==> src/rtl/core/quadrature_decoder_with_period_speed_assert.svh <==
// Assertion macros shared by the quadrature decoder RTL
`ifndef QUADRATURE_DECODER_WITH_PERIOD_SPEED_ASSERT_SVH
`define QUADRATURE_DECODER_WITH_PERIOD_SPEED_ASSERT_SVH

// Condition that holds at every clock edge out of reset
`define QDPS_ASSERT_HOLD(label, cond, msg) \
  label: assert property (@(posedge clk) disable iff (rst) (cond)) else $error(msg);

// Same-cycle implication
`define QDPS_ASSERT_IMPL(label, ante, cons, msg) \
  label: assert property (@(posedge clk) disable iff (rst) (ante) |-> (cons)) \
    else $error(msg);

// Next-cycle implication
`define QDPS_ASSERT_NEXT(label, ante, cons, msg) \
  label: assert property (@(posedge clk) disable iff (rst) (ante) |=> (cons)) \
    else $error(msg);

`endif

==> src/rtl/core/qdps_pkg.sv <==
// Package: widths, codes and shared types of the quadrature decoder
`timescale 1ns / 1ps
package qdps_pkg;

  // Field widths
  localparam int ACT_W  = 2;
  localparam int MODE_W = 2;
  localparam int TC_W   = 16;
  localparam int POS_W  = 32;
  localparam int IV_W   = 32;
  localparam int TI_W   = 26;
  localparam int CPS_W  = 27;
  localparam int ADDR_W = 4;
  localparam int DATA_W = 32;

  // Speed numerator and its width
  localparam int SPEED_NUM   = 64000000;
  localparam int SPEED_NUM_W = 26;

  // Default number of overflows that mean "stopped"
  localparam int STOP_TIMEOUT_DEF = 500;

  // Reset value of the timer period register
  localparam logic [TC_W-1:0] TIMER_PERIOD_RST = 16'hFFFF;

  // Saturation bounds of the reported interval
  localparam logic signed [IV_W-1:0] TI_MAX = 32'sd33554431;
  localparam logic signed [IV_W-1:0] TI_MIN = -32'sd33554432;

  // Event codes
  localparam logic [ACT_W-1:0] ACT_EDGE_A   = 2'd0;
  localparam logic [ACT_W-1:0] ACT_EDGE_B   = 2'd1;
  localparam logic [ACT_W-1:0] ACT_OVERFLOW = 2'd2;

  // Resolution codes
  localparam logic [MODE_W-1:0] MODE_1X = 2'd0;
  localparam logic [MODE_W-1:0] MODE_2X = 2'd1;
  localparam logic [MODE_W-1:0] MODE_4X = 2'd2;

  // Register indexes
  localparam logic [1:0] REG_MODE    = 2'd0;
  localparam logic [1:0] REG_REVERSE = 2'd1;
  localparam logic [1:0] REG_PERIOD  = 2'd2;

  // Decoded edge: restart the time base, count, and count direction
  typedef struct packed {
    logic restart;
    logic count;
    logic up;
  } edge_t;

  // Divider status
  typedef struct packed {
    logic busy;
    logic done;
  } div_stat_t;

endpackage

==> src/rtl/core/qdps_in_if.sv <==
// Event channel: valid/ready with the edge event payload
`timescale 1ns / 1ps
interface qdps_in_if;
  import qdps_pkg::*;

  logic              valid;
  logic              ready;
  logic [ACT_W-1:0]  action;
  logic              level_a;
  logic              level_b;
  logic [TC_W-1:0]   timer_count;

  modport source (output valid, action, level_a, level_b, timer_count, input ready);
  modport sink   (input valid, action, level_a, level_b, timer_count, output ready);
endinterface

==> src/rtl/core/qdps_out_if.sv <==
// Result channel: valid/ready with position, interval and speed
`timescale 1ns / 1ps
interface qdps_out_if;
  import qdps_pkg::*;

  logic                     valid;
  logic                     ready;
  logic signed [POS_W-1:0]  position;
  logic signed [TI_W-1:0]   tick_interval;
  logic signed [CPS_W-1:0]  counts_per_second;

  modport source (output valid, position, tick_interval, counts_per_second, input ready);
  modport sink   (input valid, position, tick_interval, counts_per_second, output ready);
endinterface

==> src/rtl/core/qdps_dir.sv <==
// Quadrature edge decoder: count enable and direction per event
`timescale 1ns / 1ps
module qdps_dir (
  input  logic [qdps_pkg::ACT_W-1:0]  action,
  input  logic                        level_a,
  input  logic                        level_b,
  input  logic [qdps_pkg::MODE_W-1:0] mode,
  output qdps_pkg::edge_t             edge_info
);
  import qdps_pkg::*;

  logic wide;

  assign wide = (mode == MODE_2X) || (mode == MODE_4X);

  // Decode event against the resolution mode
  always_comb begin
    edge_info = '0;
    case (action)
      ACT_EDGE_A: begin
        edge_info.restart = 1'b1;
        if (level_a) begin
          edge_info.count = 1'b1;
          edge_info.up    = !level_b;
        end else if (wide) begin
          edge_info.count = 1'b1;
          edge_info.up    = level_b;
        end
      end
      ACT_EDGE_B: begin
        if (mode == MODE_4X) begin
          edge_info.restart = 1'b1;
          edge_info.count   = 1'b1;
          edge_info.up      = level_b ? level_a : !level_a;
        end
      end
      default: edge_info = '0;
    endcase
  end
endmodule

==> src/rtl/core/qdps_div.sv <==
// Restoring divider, one quotient bit per cycle
`timescale 1ns / 1ps
module qdps_div #(
  parameter int N = qdps_pkg::SPEED_NUM_W,
  parameter int D = qdps_pkg::IV_W
) (
  input  logic                clk,
  input  logic                rst,
  input  logic                start,
  input  logic [N-1:0]        dividend,
  input  logic [D-1:0]        divisor,
  output logic [N-1:0]        quotient,
  output qdps_pkg::div_stat_t stat
);
  import qdps_pkg::*;

  localparam int CW = $clog2(N + 1);

  logic [D-1:0]  rem;
  logic [N-1:0]  dq;
  logic [D-1:0]  dvs;
  logic [CW-1:0] cnt;
  logic          busy;
  logic          done;
  logic [D:0]    rem_sh;
  logic [D:0]    rem_sub;
  logic          ge;

  // Shift in next dividend bit and trial-subtract
  assign rem_sh  = {rem, dq[N-1]};
  assign rem_sub = rem_sh - {1'b0, dvs};
  assign ge      = rem_sh >= {1'b0, dvs};

  // Sequence the steps
  always_ff @(posedge clk) begin
    if (rst) begin
      busy <= 1'b0;
      done <= 1'b0;
      cnt  <= '0;
    end else begin
      done <= 1'b0;
      if (start && !busy) begin
        busy <= 1'b1;
        cnt  <= CW'(N);
      end else if (busy) begin
        cnt <= cnt - 1'b1;
        if (cnt == CW'(1)) begin
          busy <= 1'b0;
          done <= 1'b1;
        end
      end
    end
  end

  // Datapath: remainder and dividend/quotient shift register
  always_ff @(posedge clk) begin
    if (start && !busy) begin
      rem <= '0;
      dq  <= dividend;
      dvs <= divisor;
    end else if (busy) begin
      rem <= ge ? rem_sub[D-1:0] : rem_sh[D-1:0];
      dq  <= {dq[N-2:0], ge};
    end
  end

  assign quotient  = dq;
  assign stat.busy = busy;
  assign stat.done = done;
endmodule

==> src/rtl/core/quadrature_decoder_with_period_speed.sv <==
// Top level: quadrature decoder with interval and speed measurement
//
//  channel | dir | handshake           | word
//  evt     | in  | valid/ready         | action, level_a, level_b, timer_count
//  res     | out | valid/ready         | position, tick_interval, counts_per_second
//  apb     | in  | psel/penable/pready | resolution_mode, reverse_direction, timer_period
//
// One event word passes, after acceptance, through a multiply state (MUL), an
// update state (UPD), a divider setup state (SETUP), the divider state (DIV: 26
// quotient bits, one per cycle, and a done step) and an output state (DONE). A
// zero interval skips the divider state. A new word is taken in the cycle after
// the result loads, so no new word enters while one is still in work.
// Reset (rst, synchronous) clears position, interval, tally and capture, arms the
// re-arm flag and loads register defaults. A result waits in the output register
// while a new word is accepted; a finished word holds in DONE until it is taken.
`timescale 1ns / 1ps
module quadrature_decoder_with_period_speed #(
  parameter int STOP_TIMEOUT = qdps_pkg::STOP_TIMEOUT_DEF
) (
  input  logic                         clk,
  input  logic                         rst,
  qdps_in_if.sink                      evt,
  qdps_out_if.source                   res,
  input  logic                         psel,
  input  logic                         penable,
  input  logic                         pwrite,
  input  logic [qdps_pkg::ADDR_W-1:0]  paddr,
  input  logic [qdps_pkg::DATA_W-1:0]  pwdata,
  output logic [qdps_pkg::DATA_W-1:0]  prdata,
  output logic                         pready
);
  import qdps_pkg::*;

  `include "quadrature_decoder_with_period_speed_assert.svh"

  localparam int TW = $clog2(STOP_TIMEOUT);

  typedef enum logic [5:0] {
    ST_IDLE  = 6'b000001,
    ST_MUL   = 6'b000010,
    ST_UPD   = 6'b000100,
    ST_SETUP = 6'b001000,
    ST_DIV   = 6'b010000,
    ST_DONE  = 6'b100000
  } state_t;

  state_t state;

  // Configuration registers
  logic [MODE_W-1:0] resolution_mode;
  logic              reverse_direction;
  logic [TC_W-1:0]   timer_period;

  // Decoder state
  logic [POS_W-1:0] position_count;
  logic [IV_W-1:0]  interval_ticks;
  logic [TW-1:0]    tally;
  logic [TC_W-1:0]  last_capture;
  logic             measure_rearm;

  // Latched event word
  logic [ACT_W-1:0] act_q;
  logic             a_q;
  logic             b_q;
  logic [TC_W-1:0]  cap_q;

  // Work registers
  logic [IV_W-1:0]  prod;
  logic             neg;
  logic [IV_W-1:0]  mag;
  logic [CPS_W-1:0] cps;

  // Output register
  logic                    out_valid;
  logic signed [POS_W-1:0] out_pos;
  logic signed [TI_W-1:0]  out_ti;
  logic signed [CPS_W-1:0] out_cps;

  edge_t                   edge_info;
  div_stat_t               div_st;
  logic [SPEED_NUM_W-1:0]  quot;
  logic                    div_start;
  logic [IV_W-1:0]         elapsed;
  logic [IV_W-1:0]         elapsed_dir;
  logic [TW:0]             tally_inc;
  logic signed [IV_W-1:0]  iv;
  logic                    cfg_wr;
  logic                    out_load;

  assign pready = 1'b1;
  assign cfg_wr = psel && penable && pwrite;

  // Configuration writes
  always_ff @(posedge clk) begin
    if (rst) begin
      resolution_mode   <= MODE_1X;
      reverse_direction <= 1'b0;
      timer_period      <= TIMER_PERIOD_RST;
    end else if (cfg_wr) begin
      case (paddr[3:2])
        REG_MODE:    resolution_mode   <= pwdata[MODE_W-1:0];
        REG_REVERSE: reverse_direction <= pwdata[0];
        REG_PERIOD:  timer_period      <= pwdata[TC_W-1:0];
        default: ;
      endcase
    end
  end

  // Register readback
  always_comb begin
    case (paddr[3:2])
      REG_MODE:    prdata = {{(DATA_W-MODE_W){1'b0}}, resolution_mode};
      REG_REVERSE: prdata = {{(DATA_W-1){1'b0}}, reverse_direction};
      REG_PERIOD:  prdata = {{(DATA_W-TC_W){1'b0}}, timer_period};
      default:     prdata = '0;
    endcase
  end

  qdps_dir u_dir (
    .action    (act_q),
    .level_a   (a_q),
    .level_b   (b_q),
    .mode      (resolution_mode),
    .edge_info (edge_info)
  );

  qdps_div #(
    .N (SPEED_NUM_W),
    .D (IV_W)
  ) u_div (
    .clk      (clk),
    .rst      (rst),
    .start    (div_start),
    .dividend (SPEED_NUM_W'(SPEED_NUM)),
    .divisor  (mag),
    .quotient (quot),
    .stat     (div_st)
  );

  assign evt.ready = (state == ST_IDLE);
  assign div_start = (state == ST_SETUP) && (mag != '0);

  // Elapsed ticks since last restart, negated for a down count
  assign elapsed     = prod + {{(IV_W-TC_W){1'b0}}, cap_q}
                     - {{(IV_W-TC_W){1'b0}}, last_capture};
  assign elapsed_dir = edge_info.up ? elapsed : (IV_W'(0) - elapsed);
  assign tally_inc   = {1'b0, tally} + 1'b1;
  assign iv          = interval_ticks;

  assign out_load = (state == ST_DONE) && (!out_valid || res.ready);

  // Sequencer and state update
  always_ff @(posedge clk) begin
    if (rst) begin
      state          <= ST_IDLE;
      position_count <= '0;
      interval_ticks <= '0;
      tally          <= '0;
      last_capture   <= '0;
      measure_rearm  <= 1'b1;
    end else begin
      case (state)
        ST_IDLE: begin
          if (evt.valid) begin
            state <= ST_MUL;
          end
        end
        ST_MUL: begin
          state <= ST_UPD;
        end
        ST_UPD: begin
          if (edge_info.restart) begin
            tally        <= '0;
            last_capture <= cap_q;
            if (edge_info.count) begin
              position_count <= (edge_info.up ^ reverse_direction) ?
                                position_count + 1'b1 : position_count - 1'b1;
              if (measure_rearm) begin
                measure_rearm <= 1'b0;
              end else begin
                interval_ticks <= elapsed_dir;
              end
            end
          end else if (act_q == ACT_OVERFLOW) begin
            if (tally_inc == (TW+1)'(STOP_TIMEOUT)) begin
              interval_ticks <= '0;
              tally          <= '0;
              measure_rearm  <= 1'b1;
            end else begin
              tally <= tally_inc[TW-1:0];
            end
          end
          state <= ST_SETUP;
        end
        ST_SETUP: begin
          state <= (mag != '0) ? ST_DIV : ST_DONE;
        end
        ST_DIV: begin
          if (div_st.done) begin
            state <= ST_DONE;
          end
        end
        ST_DONE: begin
          if (out_load) begin
            state <= ST_IDLE;
          end
        end
        default: state <= ST_IDLE;
      endcase
    end
  end

  // Datapath registers: event latch, product and speed
  always_ff @(posedge clk) begin
    if (evt.valid && evt.ready) begin
      act_q <= evt.action;
      a_q   <= evt.level_a;
      b_q   <= evt.level_b;
      cap_q <= evt.timer_count;
    end
    if (state == ST_MUL) begin
      prod <= {{(IV_W-TW){1'b0}}, tally} * {{(IV_W-TC_W){1'b0}}, timer_period};
    end
    if (state == ST_SETUP) begin
      if (mag == '0) begin
        cps <= '0;
      end
    end
    if (div_st.done) begin
      cps <= neg ? (CPS_W'(0) - {1'b0, quot}) : {1'b0, quot};
    end
  end

  // Divisor magnitude, taken from the updated interval
  assign mag = iv[IV_W-1] ? (IV_W'(0) - interval_ticks) : interval_ticks;

  // Quotient sign follows the interval sign, flipped when reversed
  always_ff @(posedge clk) begin
    if (state == ST_SETUP) begin
      neg <= reverse_direction ? (iv > 0) : (iv < 0);
    end
  end

  // Output register
  always_ff @(posedge clk) begin
    if (rst) begin
      out_valid <= 1'b0;
    end else if (out_load) begin
      out_valid <= 1'b1;
    end else if (res.ready) begin
      out_valid <= 1'b0;
    end
  end

  always_ff @(posedge clk) begin
    if (out_load) begin
      out_pos <= position_count;
      out_cps <= cps;
      if (iv > TI_MAX) begin
        out_ti <= TI_MAX[TI_W-1:0];
      end else if (iv < TI_MIN) begin
        out_ti <= TI_MIN[TI_W-1:0];
      end else begin
        out_ti <= iv[TI_W-1:0];
      end
    end
  end

  assign res.valid             = out_valid;
  assign res.position          = out_pos;
  assign res.tick_interval     = out_ti;
  assign res.counts_per_second = out_cps;

  `QDPS_ASSERT_NEXT(a_accept_mul, evt.valid && evt.ready, state == ST_MUL, "accept did not start work")
  `QDPS_ASSERT_IMPL(a_div_done_state, div_st.done, state == ST_DIV, "divider finished outside DIV")
  `QDPS_ASSERT_HOLD(a_rearm_zero, !measure_rearm || interval_ticks == '0, "re-arm with live interval")
  `QDPS_ASSERT_HOLD(a_tally_bound, tally_inc <= (TW+1)'(STOP_TIMEOUT), "overflow tally out of range")
endmodule
==> src/flat_wrapper.sv <==
// flat-port wrapper written by rule: the top's interface ports become plain ports
module quadrature_decoder_with_period_speed_flat import qdps_pkg::*;
#(
  parameter int STOP_TIMEOUT = qdps_pkg::STOP_TIMEOUT_DEF
)
  (clk, rst, psel, penable, pwrite, paddr, pwdata, prdata, pready, evt_valid, evt_action, evt_level_a, evt_level_b, evt_timer_count, evt_ready, res_valid, res_position, res_tick_interval, res_counts_per_second, res_ready);
  qdps_in_if evt_i ();
  qdps_out_if res_i ();
  input  logic clk;
  input  logic rst;
  input  logic psel;
  input  logic penable;
  input  logic pwrite;
  input  logic [qdps_pkg::ADDR_W-1:0] paddr;
  input  logic [qdps_pkg::DATA_W-1:0] pwdata;
  output logic [qdps_pkg::DATA_W-1:0] prdata;
  output logic pready;
  input wire logic [$bits(evt_i.valid)-1:0] evt_valid;
  input wire logic [$bits(evt_i.action)-1:0] evt_action;
  input wire logic [$bits(evt_i.level_a)-1:0] evt_level_a;
  input wire logic [$bits(evt_i.level_b)-1:0] evt_level_b;
  input wire logic [$bits(evt_i.timer_count)-1:0] evt_timer_count;
  output wire logic [$bits(evt_i.ready)-1:0] evt_ready;
  output wire logic [$bits(res_i.valid)-1:0] res_valid;
  output wire logic [$bits(res_i.position)-1:0] res_position;
  output wire logic [$bits(res_i.tick_interval)-1:0] res_tick_interval;
  output wire logic [$bits(res_i.counts_per_second)-1:0] res_counts_per_second;
  input wire logic [$bits(res_i.ready)-1:0] res_ready;
  assign evt_i.valid = evt_valid;
  assign evt_i.action = evt_action;
  assign evt_i.level_a = evt_level_a;
  assign evt_i.level_b = evt_level_b;
  assign evt_i.timer_count = evt_timer_count;
  assign evt_ready = evt_i.ready;
  assign res_valid = res_i.valid;
  assign res_position = res_i.position;
  assign res_tick_interval = res_i.tick_interval;
  assign res_counts_per_second = res_i.counts_per_second;
  assign res_i.ready = res_ready;
  quadrature_decoder_with_period_speed #(.STOP_TIMEOUT(STOP_TIMEOUT)) u_core (.clk(clk), .rst(rst), .evt(evt_i), .res(res_i), .psel(psel), .penable(penable), .pwrite(pwrite), .paddr(paddr), .pwdata(pwdata), .prdata(prdata), .pready(pready));
endmodule
==> config.mk <==
export PLATFORM = sky130hd
export DESIGN_NAME = quadrature_decoder_with_period_speed_flat
export DESIGN_NICKNAME = d
export VERILOG_FILES = /design/src/rtl/core/qdps_pkg.sv /design/src/rtl/core/qdps_in_if.sv /design/src/rtl/core/qdps_out_if.sv /design/src/rtl/core/qdps_dir.sv /design/src/rtl/core/qdps_div.sv /design/src/rtl/core/quadrature_decoder_with_period_speed.sv /design/src/flat_wrapper.sv
export VERILOG_INCLUDE_DIRS = /design/src /design/src/rtl/core
export SDC_FILE = /design/constraint.sdc
export NUM_CORES = 1
export LEC_CHECK = 0
export BUFFER_PORTS_ARGS = -buffer_cell sky130_fd_sc_hd__buf_2
export CORE_ASPECT_RATIO = 1.25
export CORE_MARGIN = 2
export CORE_UTILIZATION = 35
export DETAILED_ROUTE_END_ITERATION = 10
export SLEW_MARGIN = 30
export SYNTH_ARGS = -nofsm -noshare
export SYNTH_HDL_FRONTEND = slang
export SYNTH_SLANG_ARGS = --single-unit
==> constraint.sdc <==
create_clock -name clk -period 5.81 [get_ports clk]
set_clock_uncertainty 0.05 [all_clocks]
set_input_delay 0.2905 -clock clk [delete_from_list [all_inputs] [get_ports clk]]
set_output_delay 0.2905 -clock clk [all_outputs]
set_load 0.02 [all_outputs]
==> results of run 1 <==
-- worst max-delay path by stage --
stage	end	slack (ns)	depth (start not counted)
after floorplan	u_core.prod[23]	0.06	22
after global placement	u_core.interval_ticks[30]	0.15	21
after detailed placement	u_core.prod[23]	0.07	20
after CTS	u_core.prod[23]	0.02	20
after global routing	u_core.prod[23]	0.005	20
final	u_core.prod[23]	0.23	18
-- layout by cell type, fill, tap and decap left out, types with 10 or more instances in the layout --
cell and instances:
buf_4 59, o21ai_1 21, a21o_1 44, o21ai_0 100
xor2_1 48, nor4_1 14, o31ai_1 21, nor2b_1 40
buf_2 146, conb_1 17, and2_1 102, nand3_1 47
clkbuf_16 42, dfxtp_1 177, inv_1 186, nand4_1 14
a211o_1 22, nor2_1 154, dlygate4sd3_1 37, nand2_1 369
or2_2 16, nor3_1 45, a22oi_1 19, or4_1 16
o21a_1 44, edfxtp_1 190, a21oi_1 165, a31oi_1 15
or3_1 18, mux2i_1 56, a21boi_0 10, mux2_2 10
o211ai_1 17, nand2b_1 22, xnor2_1 124, a211oi_1 20
fa_1 103, ha_1 145, and3_1 22
-- sequential cells by signal, summed over array words and instances, names as in the netlist, 27 cells and up --
register	count
u_core.res.counts_per_second	27
u_core.u_div.dvs	32
u_core.cps	27
u_core.res.position	32
u_core.u_div.rem	32
u_core.position_count	32
u_core.interval_ticks	32
-- worst max-delay path, stage by stage, from the launching register on --
cell and delay [ns]:
dfxtp_1 0.38, buf_4 0.22, nand2_1 0.10, fa_1 0.50
fa_1 0.56, fa_1 0.44, fa_1 0.54, inv_1 0.04
ha_1 0.32, inv_1 0.06, o21ai_0 0.13, a2111o_1 0.47
a31oi_4 0.19, a211oi_1 0.13, a41o_1 0.27, or4_1 0.43
a41o_1 0.23, a21oi_1 0.17, xnor2_1 0.08
-- stage by stage --
stage	cell area (sq um)	utilization	cells	total power (W)	hold WS (ns)
floorplan	25400	-	2746	0.00369	0.339
global placement	27200	0.379	3763	0.00396	0.353
detailed placement	27300	0.379	3765	0.00396	0.355
CTS	29000	0.404	3879	0.00666	0.00336
global route	29100	0.405	3880	0.00693	0.0442
finish	29100	0.405	3881	0.00660	0.0425
-- kinds of logic (layout without fill, tap and decap cells) --
| family | Yosys count | in the layout | share of synthesized area |
|---|---|---|---|
| AOI/OAI and AO/OA | 604 | 604 | 0.157 |
| xor gates and xnor gates | 174 | 174 | 0.0601 |
| adders and majority gates | 249 | 249 | 0.153 |
| and+or+nand+nor | 937 | 937 | 0.181 |
| buffers and inverters | 328 | 509 | 0.0533 |
| DFF | 371 | 371 | 0.368 |
| muxes | 66 | 66 | 0.0266 |
| other | 2 | 19 | 0.000296 |
-- cell type report --
cell class | count | area (sq um) | area share
diodes | 2 | 5.00 | 0.000172
clock buffers | 54 | 1110 | 0.0382
clock inverters | 23 | 262 | 0.00899
inverters | 187 | 702 | 0.0241
multi-input cells | 2047 | 14900 | 0.511
flip-flops and latches | 371 | 9340 | 0.321
well taps | 952 | 1190 | 0.0409
repair buffers | 245 | 1610 | 0.0554
-- layer usage --
layer,track usage,vias to the layer above,wire length (um),part of all wire
met2,0.294,289,30500,0.51
met1,0.191,9253,25600,0.43
met4,0.0489,0,1530,0.026
met5,0,-,0,0
met3,0.0205,92,1830,0.031
li1,-,9872,-,-
-- what timing repair did --
| item | in CTS | in global routing |
|---|---|---|
| gates resized for setup | 0 | 20 |
| hold buffers | 37 | 0 |
| hold endpoints to repair | 39 | 0 |
| endpoints found under the setup margin | 0 | 15 |
-- report_power, final --
group / internal (W) / switching, W / leakage [nW]
registers: 0.00277 / 0.0000313 / 3.24
logic: 0.000474 / 0.000679 / 8.38
clock network: 0.00151 / 0.00114 / 0.654
total: 0.00475 / 0.00185 / 12.3
==> flow_summary_export.csv, run 1 <==
group,metric,value,unit
floorplanning,io_pins,183,
grt,grt_max_degree,73,
grt,grt_usage,0.159,
worst_hold_path,min_path_cells,3,
worst_setup_path,critPathLaunchType,"register",
synth,ys_seq_area_frac,0.368,
clock_tree,cts_max_level,2,
placed_design,hpwl,45300,um
worst_setup_path,arrival,5.84,ns
worst_setup_path,end_kind,"register",
route,routedWlPerCell,15.3,um
synth,syn_avg_cell_area,9.28,sq um
cells_and_area,drive_above_1_share,0.117,
clock_tree,cts_root_buf,"clkbuf_16",
clock_tree,clkSinkCount,371,
clock_tree,cts_setup_buffers,0,
power,powerDensity,227,nW/um^2
synth,synth_common_cells,"nand2_1 (369), edfxtp_1 (190), inv_1 (187)",
power,vdd_drop_max,232,uV
worst_setup_path,rr_worst_depth,18,
synth,synthCells,2731,
worst_hold_path,min_to,"u_core.state[1]",
cells_and_area,nFillCells,7146,
clock_tree,clkTransAtPathRegs,0.07,ns
synth,synth_area_leaders,"edfxtp_1 (23%), dfxtp_1 (14%), fa_1 (8.1%)",
floorplanning,rows,110,
floorplanning,initial_utilization,0.353,
route,via_per_inst,5.03,
sta,final_hold_viol_count,0,
synth,yosysMostFrequentCell,"nand2_1",
worst_hold_path,worstHoldStart,"evt_valid",
power,leakagePower,12.3,nW
sta,slew_headroom,0.396,
sta,fmax,179,MHz
floorplanning,dieArea,74600,sq um
floorplanning,die_h,305,um
placed_design,portBuffers,147,
worst_setup_path,worstSetupPathType,"register to register",
route,routed_wl,59500,um
route,first_pass_iters,5,
grt,overflow,0,
clock_tree,clockBufferDepth,3,
synth,async_flop_share,0,
synth,synth-edff-count,190,
worst_setup_path,rrSetupSlack,0.23,ns
route,drc,0,
synth,ys_warn_count,0,
placed_design,dp_worst_setup_slack,0.0717,ns
synth,synth_seq_cells,371,
placed_design,place_congestion,0.899,
grt,grt_pass1_vias,19300,
synth,synth_ff_type,"edfxtp_1",
synth,yosys.area.top_type,"edfxtp_1",
grt,antenna_found_initial,1,
worst_setup_path,reg2reg_to,"u_core.prod[23]",
clock_tree,cts_made_buffers,42,
outcome,status,"complete, no violations",
sta,maxSlewViolCount,0,
sta,fin_crit,5.58,ns
worst_setup_path,crit_fanout,11,
grt,grt_pass1_wl,98400,um
route,vias,19500,
sta,setup_ws,0.232,ns
run,maxCapViolations,0,
sta,period_share,0.960,
sta,tightest_slew,0.900,ns
synth,ys_types,91,
sta,setup_viol,0,
worst_hold_path,hold_path_class,"primary input to register",
worst_setup_path,rr_startpoint,"u_core.tally[2]",
sta,rsz0062_at_grt,"no",
floorplanning,core_area,71800,sq um
clock_tree,worstSkewPairLatency,0.59,ns
route,drtIter0Drc,841,
worst_setup_path,required,6.07,ns
cells_and_area,final_nets,3206,
cells_and_area,area_growth,14.8,%
sta,fin_tns_setup,0,ns
synth,syn-cell-area,25300,sq um
worst_setup_path,crit_path_start,"u_core.tally[2]",
clock_tree,tritoncts,"built",
route,antenna_left,0,
synth,synth_top_area_frac,0.225,
floorplanning,dieWidth,245,um
Power figures use the tool's default switching activity.
==> run 2, diff against run 1 <==
REMOVE_ABC_BUFFERS = 1   (was default)
==> run 2 against run 1 <==
  * Clock power up 8.0%
  * Final area increased by 0.64%
  * Clock-buffer cell count decreased by 2
  * Register-to-register slack gained 0.04 ns
  * Critical path depth decreased by 1
  * Hold slack improved by 0.072 ns
  * Combinational power is essentially flat
  * Sequential power about the same
  * Setup slack improved by 0.043 ns
  * Core utilization up 0.26 points
  * Die area stayed put
  * Power increased by 3.2%
  * Critical path type unchanged
==> flow_summary_export.csv, run 2 (synthesis results as in run 1) <==
group,metric,value,unit
floorplanning,io_pins,183,
grt,grt_pass1_vias,19100,
sta,setup_viol,0,
clock_tree,cts_root_buf,"clkbuf_16",
placed_design,place_congestion,0.861,
cells_and_area,antenna_cells,0,
placed_design,place_area,27300,sq um
grt,grt_pass1_wl,95800,um
worst_setup_path,crit_path_end,"u_core.prod[24]",
worst_setup_path,required,6.07,ns
grt,grt_usage,0.156,
worst_setup_path,rr_startpoint,"u_core.tally[6]",
clock_tree,cts_max_level,2,
route,first_pass_iters,5,
clock_tree,clkSinkCount,371,
route,vias,19400,
floorplanning,dieArea,74600,sq um
sta,period_share,0.953,
cells_and_area,area_growth,15.5,%
power,leakagePower,12.4,nW
floorplanning,initial_utilization,0.353,
route,drtIter0Drc,759,
placed_design,hpwl,44400,um
cells_and_area,mostFrequentLayoutCell,"nand2_1",
grt,antenna_found_initial,0,
route,drc,0,
grt,overflow,0,
power,powerDensity,233,nW/um^2
cells_and_area,fin_area,29300,sq um
worst_setup_path,arrival,5.79,ns
grt,grt_max_degree,70,
sta,tightest_slew,0.937,ns
sta,maxSlewViolCount,0,
sta,final_hold_viol_count,0,
power,vdd_drop_max,183,uV
sta,holdWs,0.114,ns
clock_tree,cts_made_buffers,43,
floorplanning,die_h,305,um
route,routedWlPerCell,15.0,um
worst_setup_path,worstSetupPathType,"register to register",
sta,slew_headroom,0.369,
clock_tree,clockBufferDepth,3,
floorplanning,core_area,71800,sq um
sta,fin_crit,5.53,ns
cells_and_area,drive_above_1_share,0.120,
worst_setup_path,rr_worst_depth,17,
worst_setup_path,end_kind,"register",
cells_and_area,nFillCells,7133,
floorplanning,rows,110,
cells_and_area,final_nets,3220,
run,maxCapViolations,0,
cells_and_area,regArea,9330,sq um
clock_tree,clkTransAtPathRegs,0.06,ns
worst_hold_path,hold_path_class,"primary input to register",
worst_setup_path,critPathLaunchType,"register",
sta,rsz0062_at_grt,"no",
placed_design,dp_cells,3775,
route,antenna_left,0,
sta,fmax,181,MHz
placed_design,portBuffers,147,
cells_and_area,multi_input_area,14900,sq um
worst_setup_path,crit_fanout,11,
cells_and_area,layout_common_cells,"nand2_1 (369), edfxtp_1 (190), inv_1 (186)",
cells_and_area,stdcell_count,3895,
route,routed_wl,58400,um
clock_tree,tritoncts,"built",
clock_tree,worstSkewPairLatency,0.60,ns
worst_setup_path,crit_path_start,"u_core.tally[6]",
worst_setup_path,rrSetupSlack,0.28,ns
route,via_per_inst,4.98,
outcome,status,"complete, no violations",
floorplanning,dieWidth,245,um
worst_setup_path,reg2reg_to,"u_core.prod[24]",
==> run 2: worst max-delay path, cell delays in order (launching register included) <==
cell     delay, ns
dfxtp_1       0.56
buf_4         0.27
nand2_1       0.09
fa_1          0.48
inv_1         0.05
fa_1          0.51
fa_1          0.52
fa_1          0.49
ha_1          0.26
or3_1         0.39
o21ai_0       0.12
a211o_1       0.23
a31oi_1       0.15
a41o_1        0.28
o41a_1        0.36
a21o_1        0.19
a21oi_1       0.16
xnor2_1       0.09
==> run 2: cell type report <==
| cell class | instances | area share |
|---|---|---|
| tap | 952 | 0.0407 |
| inverter | 187 | 0.0240 |
| timing repair buffer | 258 | 0.0582 |
| sequential | 371 | 0.319 |
| clock buffer | 52 | 0.0382 |
| multi-input combinational | 2047 | 0.507 |
| clock inverter | 28 | 0.0127 |
==> run 2: timing repair <==
item	4_1_cts	5_1_grt
buffers inserted	0	0
endpoints found under the setup margin	3	14
hold buffers	40	0
hold endpoints to repair	42	0
resized for setup	1	12
pin swaps	0	1
==> run 2: worst min path at each step <==
| stage | start | endpoint | cells after the start |
|---|---|---|---|
| 2_1_floorplan | rst | u_core.u_div.cnt[2] | 1 |
| 3_3_place_gp | u_core.cps[2] | u_core.res.counts_per_second[2] | 0 |
| 3_5_place_dp | u_core.cps[14] | u_core.res.counts_per_second[14] | 0 |
| 4_1_cts | penable | u_core.reverse_direction | 5 |
| 5_1_grt | rst | u_core.tally[7] | 2 |
| 6_report | rst | u_core.tally[8] | 2 |
==> run 2: layer usage <==
| metal | global-route usage | routed length (um) | up-vias |
|---|---|---|---|
| met5 | 0 | 0 | - |
| li1 | - | - | 9911 |
| met1 | 0.186 | 25000 | 9073 |
| met4 | 0.0509 | 1640 | 0 |
| met3 | 0.0212 | 1880 | 104 |
| met2 | 0.286 | 29900 | 301 |
==> run 2: power by group <==
part / internal (W) / switching, W / total [W]
Clock: 0.00167 / 0.00118 / 0.00285
Combinational: 0.000481 / 0.000676 / 0.00116
Sequential: 0.00277 / 0.0000294 / 0.00280
==> run 2: stage by stage <==
step / power [W] / worst slack (ns) / utilization / setup TNS (ns)
final: 0.00681 / 0.275 / 0.408 / 0
after global routing: 0.00713 / 0.0183 / 0.408 / 0
after floorplan: 0.00367 / -0.534 / - / -2.03
after detailed placement: 0.00397 / 0.0225 / 0.380 / 0
after CTS: 0.00688 / 0.0824 / 0.407 / 0
after global placement: 0.00397 / 0.106 / 0.380 / 0
==> run 3, diff against run 2 <==
ABC_AREA = 1   (was default)
==> run 3 against run 2 <==
  * Global-route usage increased by 1.2 points
  * Synthesized area increased by 2.9%
  * Hold slack got worse by 0.043 ns
  * Register-to-register slack better by 0.34 ns
  * Clock-buffer cell count rose by 7
  * Critical path type unchanged
  * Core utilization decreased by 0.58 points
  * Via count increased by 12%
  * Setup slack better by 0.34 ns
  * Critical path depth fell by 4
  * Non-clock buffer count fell by 46
  * Sequential share of layout area fell by 0.33 points
  * Cell count is 17% higher
==> flow_summary_export.csv, run 3 <==
group,metric,value,unit
grt,overflow,0,
synth,syn_avg_cell_area,7.67,sq um
clock_tree,clockBufferDepth,3,
power,leakagePower,14.5,nW
placed_design,dp_worst_setup_slack,0.699,ns
route,drc,0,
floorplanning,core_area,73600,sq um
sta,setup_ws,0.610,ns
power,vdd_drop_max,255,uV
grt,grt_pass1_vias,20800,
worst_setup_path,critical_path_buf_inv_count,1,
power,power_frac_seq,0.430,
floorplanning,io_pins,183,
clock_tree,cts_max_level,2,
sta,fin_crit,5.20,ns
worst_setup_path,cpPeakStageDelay,0.91,ns
sta,maxSlewViolCount,0,
power,powerDensity,220,nW/um^2
route,antenna_left,0,
synth,ys_warn_count,0,
power,internal-power,0.00476,W
worst_setup_path,arrival,5.46,ns
cells_and_area,area_growth,13.3,%
cells_and_area,final_nets,3860,
synth,yosysMostFrequentCell,"nand2_1",
floorplanning,die_h,309,um
power,p_sw_frac,0.270,
power,power_frac_comb,0.137,
floorplanning,initial_utilization,0.355,
worst_setup_path,critPathTopFamily,"adder cells",
synth,synth-edff-count,190,
synth,synth_seq_cells,371,
sta,period_share,0.895,
floorplanning,dieWidth,248,um
placed_design,portBuffers,147,
worst_setup_path,path_common_cell,"fa_1",
clock_tree,cts_root_buf,"clkbuf_16",
synth,synth_ff_type,"edfxtp_1",
synth,synth_area_leaders,"edfxtp_1 (22%), dfxtp_1 (14%), nand2_1 (12%)",
sta,slew_headroom,0.384,
grt,grt_pass1_wl,104000,um
sta,tightest_slew,0.922,ns
synth,yosys.area.top_type,"edfxtp_1",
sta,fin_tns_setup,0,ns
placed_design,hpwl,49200,um
cells_and_area,mostFrequentLayoutCell,"nand2_1",
sta,fmax,192,MHz
clock_tree,worstSkewPairLatency,0.58,ns
route,vias,21600,
power,power_switching,0.00176,W
cells_and_area,layout_common_cells,"nand2_1 (804), inv_1 (560), nor2_1 (283)",
clock_tree,clkSinkCount,371,
cells_and_area,antenna_cells,0,
grt,grt_usage,0.168,
synth,ys_seq_area_frac,0.357,
clock_tree,tritoncts,"built",
clock_tree,clkTransAtPathRegs,0.06,ns
synth,synth_top_area_frac,0.219,
synth,syn-cell-area,26100,sq um
floorplanning,rows,111,
worst_setup_path,worstSetupPathType,"register to register",
worst_setup_path,required,6.07,ns
worst_setup_path,crit_chain,"nand2_1 > inv_1 > fa_1 > fa_1 > fa_1 > fa_1 > ha_1 > nand2_1 > nor4_1 > a21oi_1 > o31ai_1 > a31oi_1 > xor2_1",
worst_setup_path,cp_slowest_cell,"dfxtp_1",
synth,synth_common_cells,"nand2_1 (804), inv_1 (560), nor2_1 (287)",
synth,ys_types,64,
route,routed_wl,64100,um
floorplanning,dieArea,76800,sq um
sta,rsz0062_at_grt,"no",
synth,synthCells,3401,
clock_tree,cts_made_buffers,43,
worst_setup_path,crit_fanout,21,
worst_hold_path,hold_path_class,"primary input to register",
grt,antenna_found_initial,1,
outcome,status,"complete, no violations",
grt,grt_max_degree,70,
route,routedWlPerCell,14.1,um
route,drtIter0Drc,1026,
sta,holdWs,0.0714,ns
route,via_per_inst,4.76,
synth,async_flop_share,0,
power,clkPwrFrac,0.433,
run,maxCapViolations,0,
placed_design,place_congestion,0.898,
worst_setup_path,critPathLaunchType,"register",
sta,setup_viol,0,
clock_tree,cts_setup_buffers,0,
route,first_pass_iters,7,
worst_setup_path,end_kind,"register",
sta,final_hold_viol_count,0,
cells_and_area,drive_above_1_share,0.0915,
==> run 3: area by class of cell <==
type,instances,area [sq um]
inverters,574,2160
repair buffers,212,1330
flip-flops and latches,371,9330
multi-input cells,2346,14100
clock buffers,59,1200
clock inverters,21,280
well taps,960,1200
fillers,7563,44000
==> run 3: final timing paths <==
| check | cells after the start | slack [ns] | end | startpoint |
|---|---|---|---|---|
| setup reg to reg | 13 | 0.61 | u_core.prod[22] | u_core.tally[4] |
| hold / removal | 4 | 0.07 | u_core.reverse_direction | paddr[3] |
| hold reg to reg | 0 | 0.36 | u_core.res.counts_per_second[2] | u_core.cps[2] |
| setup / recovery | 13 | 0.61 | u_core.prod[22] | u_core.tally[4] |
==> run 3: kinds of logic (layout without fill, tap and decap cells) <==
group	count (synthesis)	count (layout)	share of synthesized area
flops	371	371	0.357
buf+inv	699	866	0.107
compound gates	521	521	0.109
other cells	2	17	0.000288
simple gates	1420	1420	0.231
fa+ha+maj	249	249	0.149
xor+xnor	139	139	0.0472
==> run 3: worst min-delay path, delay by kind of cell <==
family                 cells  cell delay, ns
buffers and inverters      2            0.19
AOI/OAI and AO/OA          1            0.07
and+or+nand+nor            1            0.10
==> run 3: per-stage QoR <==
| stage | std cells | area (sq um) | total power, W | utilization |
|---|---|---|---|---|
| floorplan | 3291 | 25500 | 0.00351 | - |
| global placement | 4423 | 27700 | 0.00372 | 0.376 |
| detailed placement | 4424 | 27700 | 0.00373 | 0.376 |
| CTS | 4543 | 29600 | 0.00660 | 0.402 |
| global route | 4543 | 29600 | 0.00682 | 0.402 |
| finish | 4543 | 29600 | 0.00652 | 0.402 |
==> run 3: power groups by stage <==
stage | sequential, W | clock (W) | combinational (W)
after global routing | 0.00280 | 0.00300 | 0.00102
after detailed placement | 0.00286 | 0 | 0.000874
after CTS | 0.00280 | 0.00290 | 0.000898
after floorplan | 0.00284 | 0 | 0.000663
final | 0.00280 | 0.00282 | 0.000896
after global placement | 0.00286 | 0 | 0.000865
==> run 3: what timing repair did <==
| action | in CTS | in global routing |
|---|---|---|
| hold buffers | 39 | 0 |
| endpoints found under the hold margin | 41 | 0 |
| resized for setup | 0 | 0 |
==> run 3: per-layer routing <==
metal / global-route usage / wire (um)
met1: 0.199 / 26700
met2: 0.312 / 33200
met3: 0.0226 / 2420
met5: 0 / 0
met4: 0.0498 / 1770
